File: src/hw/rtl/caf_div.sv
// caf_div: pipelined restoring divider, one quotient bit per stage
// stand-alone; stage enables come from the pipeline control of the caller
module caf_div #(
    parameter int DW = 16,
    parameter int QW = 17
) (
    input  logic                 clk,
    input  logic [QW-1:0]        en,
    input  logic [DW+QW-2:0]     num,
    input  logic [DW-1:0]        den,
    output logic [QW-1:0]        quo
);
    localparam int NW = DW + QW - 1;
    localparam int XW = DW + QW;

    logic [NW-1:0] rem_reg [QW];
    logic [DW-1:0] den_reg [QW];
    logic [QW-1:0] quo_reg [QW];

    for (genvar k = 0; k < QW; k++)
    begin : g_stage
        logic [NW-1:0] rem_in;
        logic [DW-1:0] den_in;
        logic [QW-1:0] quo_in;
        logic [XW-1:0] trial;
        logic          fits;

        if (k == 0)
        begin : g_first
            assign rem_in = num;
            assign den_in = den;
            assign quo_in = '0;
        end
        else
        begin : g_next
            assign rem_in = rem_reg[k-1];
            assign den_in = den_reg[k-1];
            assign quo_in = quo_reg[k-1];
        end

        // trial subtract of the shifted divisor
        assign trial = XW'(den_in) << (QW - 1 - k);
        assign fits  = XW'(rem_in) >= trial;

        always_ff @(posedge clk)
        begin
            if (en[k])
            begin
                rem_reg[k] <= fits ? NW'(XW'(rem_in) - trial) : rem_in;
                den_reg[k] <= den_in;
                quo_reg[k] <= quo_in | (fits ? (QW'(1) << (QW - 1 - k)) : QW'(0));
            end
        end
    end

    assign quo = quo_reg[QW-1];

endmodule

File: config.mk
export PLATFORM = sky130hd
export DESIGN_NAME = caf_div
export DESIGN_NICKNAME = d
export VERILOG_FILES = /design/src/hw/rtl/caf_div.sv
export SDC_FILE = /design/constraint.sdc
export NUM_CORES = 1
export LEC_CHECK = 0
export BUFFER_PORTS_ARGS = -buffer_cell sky130_fd_sc_hd__buf_2
export CORE_MARGIN = 2
export CORE_UTILIZATION = 65
export DETAILED_ROUTE_END_ITERATION = 8
export GPL_TIMING_DRIVEN = 1
export PLACE_DENSITY = 0.88
export SYNTH_ARGS = -nofsm -noshare
export SYNTH_HDL_FRONTEND = slang
export SYNTH_SLANG_ARGS = --single-unit
File: constraint.sdc
create_clock -name clk -period 6.5 [get_ports clk]
set_input_delay 0.325 -clock clk [delete_from_list [all_inputs] [get_ports clk]]
set_output_delay 0.325 -clock clk [all_outputs]
set_load 0.1 [all_outputs]
==> results of run 1 <==
-- metal layers --
layer  vias up  share of wire, %  routed length [um]
li1      14516                 -                   -
met1     15109                33               34900
met5         -                 0                   0
met4         0               6.9                7300
met2      1499                55               57800
met3       520               5.4                5660
-- cell type report --
class | instances | area, um2
clock inverter | 65 | 656
timing repair buffer | 152 | 1050
inverter | 349 | 1310
sequential | 921 | 27700
fill | 4250 | 19500
clock buffer | 110 | 2430
multi-input combinational | 2473 | 17500
tap | 950 | 1190
-- kinds of logic (layout without fill, tap and decap cells) --
| kind of cell | after synthesis | count (layout) | share of synthesized area, % |
|---|---|---|---|
| AOI/OAI and AO/OA | 844 | 844 | 11.4 |
| xor gates and xnor gates | 317 | 317 | 5.94 |
| adders and majority gates | 288 | 288 | 7.97 |
| buffers and inverters | 414 | 676 | 3.38 |
| DFF | 921 | 921 | 59.2 |
| muxes | 81 | 81 | 1.92 |
| and+or+nand+nor | 943 | 943 | 10.2 |
-- cell usage in the layout (no fill, tap or decap), types with 95 or more instances in the layout --
master and instances:
inv_1 347, nor2_1 221, clkbuf_16 95, xnor2_1 167, nand2_1 236, ha_1 272, a21oi_1 279, xor2_1 150
o21ai_0 195, edfxtp_1 921
-- worst paths after layout --
kind	from	end	depth (start not counted)
hold reg to reg	quo_reg[12][10]	quo_reg[13][10]	0
setup reg to reg	rem_reg[0][235]	rem_reg[0][267]	7
hold / removal	num[18]	rem_reg[0][18]	2
setup / recovery	rem_reg[0][235]	rem_reg[0][267]	7
-- synthesized netlist by cell type, types with 17 or more instances --
| master | n |
|---|---|
| mux2_2 | 70 |
| nor3_1 | 85 |
| o21ai_0 | 195 |
| or2_2 | 17 |
| edfxtp_1 | 921 |
| a21oi_1 | 280 |
| ha_1 | 272 |
| a21o_1 | 83 |
| clkbuf_1 | 45 |
| nand2b_1 | 46 |
| and3_1 | 19 |
| o21bai_1 | 27 |
| xnor2_1 | 167 |
| o31a_1 | 17 |
| a31oi_1 | 25 |
| a211oi_1 | 27 |
| nor4_1 | 62 |
| o21a_1 | 39 |
| o211ai_1 | 18 |
| nand3_1 | 52 |
| nor2_1 | 221 |
| nand4_1 | 31 |
| or3_1 | 31 |
| inv_1 | 347 |
| nor2b_1 | 39 |
| nand2_1 | 236 |
| xor2_1 | 150 |
-- power groups by stage --
stage / Sequential (mW) / Combinational, mW / Clock [mW]
3_5_place_dp: 9.12 / 6.97 / 0
2_1_floorplan: 8.83 / 5.46 / 0
6_report: 9.06 / 7.27 / 5.48
5_1_grt: 9.15 / 8.03 / 5.72
3_3_place_gp: 9.07 / 6.68 / 0
4_1_cts: 9.02 / 7.15 / 5.50
-- repair_timing --
action / 4_1_cts / 5_1_grt
gates resized for setup: 0 / 0
endpoints found under the setup margin: 0 / 0
hold buffers: 44 / 0
endpoints found under the hold margin: 44 / 0
-- stage by stage --
stage                     std cells  instance area [um2]  hold slack [ns]  setup slack, ns
after floorplan                3808                46700            0.400             3.39
after detailed placement       4801                48300            0.405             2.65
after global placement         4801                48300            0.400             2.66
after CTS                      5020                51800          0.00473             2.59
after global routing           5020                51800           0.0155             2.36
final                          5020                51800           0.0289             2.51
==> flow_metrics.py, run 1 <==
metrics = {
    "setup_path": {
        "cpPeakStageDelay_ns": 1.12,
        "setup.worst_path.class": "flop to flop",
        "element_type_at_the_critical_path_start": "flop",
        "cpLargestDelayFamily": "simple AND/OR/NAND/NOR gates",
        "cp-end-kind": "flop",
        "chain_of_cells_forming_the_critical_path": "ha_1 > or4b_2 > nor4_1 > o21ai_0 > nand3_1 > buf_4 > mux2_2",
        "cp_data_arrival_time_ns": 4.42,
        "cp.required_ns": 6.92,
        "critical_path.max_fanout": 28,
        "crit_path_top_delay_cell": "nor4_1",
        "crit_buf_inv": 1,
        "regToRegSetupSlack_ns": 2.51,
    },
    "pwr": {
        "p_clk_share_pct": 25.1,
        "total_switching_power_mw": 7.29,
        "netSwitchingFraction_pct": 33.4,
        "seq_power_share_pct": 41.5,
        "p_per_area_nw_per_um2": 421,
        "intPower_mw": 14.5,
        "comb_power_share_pct": 33.4,
        "leakagePower_nw": 20.0,
        "finalPower_mw": 21.8,
        "vdd_ir_drop_max_mv": 0.264,
    },
    "floorplan": {
        "fp.coreArea_um2": 71400,
        "design.portCount": 83,
        "std_cell_rows": 98,
        "floorplan.die.height_um": 272,
        "initial_core_util_pct": 65.5,
        "die_width_um": 272,
        "die-area_um2": 74000,
    },
    "routing": {
        "vias": 31644,
        "detail_route.wirelength_um": 106000,
        "dr.pass1.iters": 8,
        "drt_drc_violations_left": 0,
        "initialDrtViolationCount": 2713,
        "final_antenna_net_count": 0,
        "detail_route.wl_per_cell_um": 21.0,
        "vias_per_cell": 6.30,
    },
    "placement": {
        "globalplace.congestion": 0.937,
        "post-dp-hpwl_um": 69600,
        "port-buffer-count": 82,
    },
    "final_layout": {
        "final_net_count": 4344,
        "final_layout_size_suffix_gt1_share_pct": 9.02,
        "final_core_utilization_pct": 72.6,
        "number_of_flip_flops_under_the_largest_register_name": 512,
        "n_antenna_cell": 0,
        "flow.area_growth_from_synthesis_pct": 10.9,
    },
    "sta": {
        "fin_tns_setup_ns": 0,
        "worst_slew_margin_relative_to_its_limit_pct": 1.62,
        "grt_setup_unrepaired": "no",
        "worst_clock_skew_ns": 0.0302,
        "final_min_period_over_clock_period_pct": 61.5,
        "worst_pin_slew_ns": 1.46,
        "max_freq_mhz": 250,
        "timing.final.hold_violations": 0,
        "maxSlewViolCount": 0,
        "min_period_ns": 3.99,
        "setup_viol": 0,
    },
    "outcome": {
        "failing_checks": "max-capacitance violations",
        "run_status": "finished with violations",
    },
    "logic_synthesis": {
        "syn_area_per_cell_um2": 12.3,
        "synth_nets": 4162,
        "synth-seq-area-share_pct": 59.2,
        "yosysUniqueCellTypes": 90,
        "ys_seq_elements": 921,
        "postSynth.topFlopCell": "edfxtp_1",
        "yosysTopAreaCell": "edfxtp_1",
        "async_flop_share_pct": 0,
        "syn_area_um2": 46700,
        "synth_top_area_share_pct": 59.2,
        "synth_area_leaders": "edfxtp_1, ha_1, xnor2_1, a21oi_1, xor2_1",
        "yosysWarnings": 0,
        "synth_enable_flop_cells": 921,
        "syn-instance-count": 3808,
    },
    "global_routing": {
        "grt_remaining_overflow": 0,
        "largest_net_degree_at_the_start_of_global_routing": 65,
        "initial_antenna_violation_count": 0,
        "first_global_vias": 32515,
        "first_pass_grt_wire_length_um": 167000,
        "gr-usage-met1_pct": 27.8,
        "grt_util_met3_pct": 4.59,
        "globalRouteMet2Util_pct": 55.5,
        "grt-busiest-layer": "met2",
        "global_route.usage.total_pct": 28.6,
    },
    "min_path": {
        "hp-class": "input pin to flop",
    },
    "clocking": {
        "cts.path.max_buffers": 3,
        "clock_tree.root_cell": "clkbuf_16",
        "worst_skew_pair.late_latency_ns": 0.67,
        "cts.repair_timing.setup_buffer_count": 0,
        "clock_tree.htree_level_count": 3,
        "total_number_of_clock_tree_sinks": 921,
        "tritoncts_clock_tree": "built",
        "cts.reportedPaths.clkPinSlew_ns": 0.07,
        "cts_inserted_buffers": 93,
    },
    "run": {
        "cap_viol_max_count": 1,
    },
}
Note: power is estimated with default switching activity, not from simulation.
==> run 2: changes to the inputs <==
Settings changed: CORE_UTILIZATION 65 to 64, PLACE_DENSITY 0.88 to 0.87.
Clock period 6.5 ns to 3.88 ns, I/O delays scaled along.
==> flow_metrics.py, run 2 (synthesis results as in run 1) <==
metrics = {
    "outcome": {
        "run_status": "complete, no violations",
    },
    "setup_path": {
        "critical_path.max_fanout": 23,
        "regToRegSetupSlack_ns": 0.13,
        "cp_data_arrival_time_ns": 4.13,
        "critical_path.reg2reg.startpoint": "den_reg[0][98]",
        "worstRegToRegCells": 11,
        "cp-endpoint": "rem_reg[0][233]",
        "r2r-end": "rem_reg[0][233]",
        "cp.required_ns": 4.26,
        "element_type_at_the_critical_path_start": "flop",
        "path_depth": 11,
        "cp-end-kind": "flop",
        "critical_path.startpoint": "den_reg[0][98]",
        "setup.worst_path.class": "flop to flop",
        "crit_path_frequent_cell": "a21oi_1",
        "cpPeakStageDelay_ns": 0.65,
        "cpLargestDelayFamily": "compound AO/OA/AOI/OAI gates",
        "chain_of_cells_forming_the_critical_path": "inv_1 > ha_1 > a21oi_1 > a21oi_1 > nor3_1 > o31a_1 > o21ai_1 > a311oi_4 > inv_2 > nor2_1 > a21oi_1",
        "crit_buf_inv": 2,
        "crit_path_top_delay_cell": "nor3_1",
    },
    "routing": {
        "detail_route.wl_per_cell_um": 19.9,
        "vias": 31186,
        "vias_per_cell": 6.18,
        "final_antenna_net_count": 0,
        "detail_route.wirelength_um": 101000,
        "drt_drc_violations_left": 0,
        "initialDrtViolationCount": 2460,
        "dr.pass1.iters": 8,
    },
    "final_layout": {
        "final_core_utilization_pct": 71.4,
        "post-route-cell-area_um2": 51800,
        "final_common_cell": "edfxtp_1",
        "final_cell_count_no_fill": 5048,
        "layout.cells.most_common_list": "edfxtp_1, inv_1, a21oi_1",
        "flow.area_growth_from_synthesis_pct": 11.0,
        "final_layout_size_suffix_gt1_share_pct": 9.27,
        "number_of_flip_flops_under_the_largest_register_name": 512,
        "final_net_count": 4369,
    },
    "sta": {
        "worst_slew_margin_relative_to_its_limit_pct": 20.2,
        "maxSlewViolCount": 0,
        "worst_pin_slew_ns": 1.20,
        "fin_tns_setup_ns": 0,
        "setup_viol": 0,
        "timing.final.hold_violations": 0,
        "max_freq_mhz": 267,
        "fin_ws_ns": 0.128,
        "final_min_period_over_clock_period_pct": 96.7,
        "fin_worst_hold_slack_ns": 0.0580,
        "grt_setup_unrepaired": "no",
        "worst_clock_skew_ns": 0.0235,
        "min_period_ns": 3.75,
    },
    "pwr": {
        "leakagePower_nw": 20.0,
        "vdd_ir_drop_max_mv": 0.428,
        "p_per_area_nw_per_um2": 691,
        "finalPower_mw": 35.8,
    },
    "placement": {
        "placement.setup.worst_slack_ns": 0.317,
        "post-dp-hpwl_um": 69300,
        "port-buffer-count": 82,
        "dpl-instance-area_um2": 48500,
        "place_inst": 4828,
        "globalplace.congestion": 0.918,
    },
    "floorplan": {
        "fp.coreArea_um2": 72600,
        "initial_core_util_pct": 64.4,
        "floorplan.die.height_um": 274,
        "design.portCount": 83,
        "std_cell_rows": 99,
        "die-area_um2": 75200,
        "die_width_um": 274,
    },
    "clocking": {
        "total_number_of_clock_tree_sinks": 921,
        "clock_tree.htree_level_count": 3,
        "cts.path.max_buffers": 3,
        "worst_skew_pair.late_latency_ns": 0.66,
        "number_of_gates_resized_after_cts": 0,
        "cts.repair_timing.setup_buffer_count": 0,
        "tritoncts_clock_tree": "built",
        "clock_tree.root_cell": "clkbuf_16",
        "cts_inserted_buffers": 90,
        "cts-hold-fix-buffers": 54,
        "cts.reportedPaths.clkPinSlew_ns": 0.06,
    },
    "global_routing": {
        "first_global_vias": 32089,
        "global_route.usage.total_pct": 26.9,
        "initial_antenna_violation_count": 2,
        "largest_net_degree_at_the_start_of_global_routing": 62,
        "first_pass_grt_wire_length_um": 160000,
        "grt_remaining_overflow": 0,
    },
    "min_path": {
        "hp-class": "input pin to flop",
    },
    "run": {
        "cap_viol_max_count": 0,
    },
}
-- run 2: layout make-up --
cell class,count,area [um2]
flip-flops and latches,921,27700
fillers,4469,20700
multi-input cells,2473,17500
clock buffers,106,2310
inverters,349,1310
repair buffers,180,1310
well taps,959,1200
clock inverters,59,537
diodes,1,2.50
-- run 2: worst min-delay path by stage --
stage	slack, ns	from	end	cells past startpoint
after floorplan	0.29	den[0]	den_reg[0][0]	0
after global placement	0.39	den[12]	den_reg[0][12]	1
after detailed placement	0.39	den[13]	den_reg[0][13]	1
after CTS	0.04	en[8]	rem_reg[0][283]	1
after global routing	0.05	en[8]	rem_reg[0][273]	1
final	0.06	en[8]	rem_reg[0][273]	1
-- run 2: power by group --
group	internal, mW	switching [mW]
combinational	5.28	6.89
clock	4.76	3.80
sequential	13.8	1.32
total	23.8	12.0
-- run 2: routing by layer --
layer  GRT usage, %  wire length [um]  vias up
met5              0                 7        -
met2           53.1             55700     1282
li1               -                 -    14561
met1           25.8             33300    14911
met4           16.2              6740        2
met3           4.08              4770      430
-- run 2: worst register-to-register path, cell delays in order, from the launching register on --
cell	delay [ns]
edfxtp_1	0.42
inv_1	0.07
ha_1	0.40
a21oi_1	0.24
a21oi_1	0.14
nor3_1	0.65
o31a_1	0.37
o21ai_1	0.17
a311oi_4	0.46
inv_2	0.29
nor2_1	0.21
a21oi_1	0.07
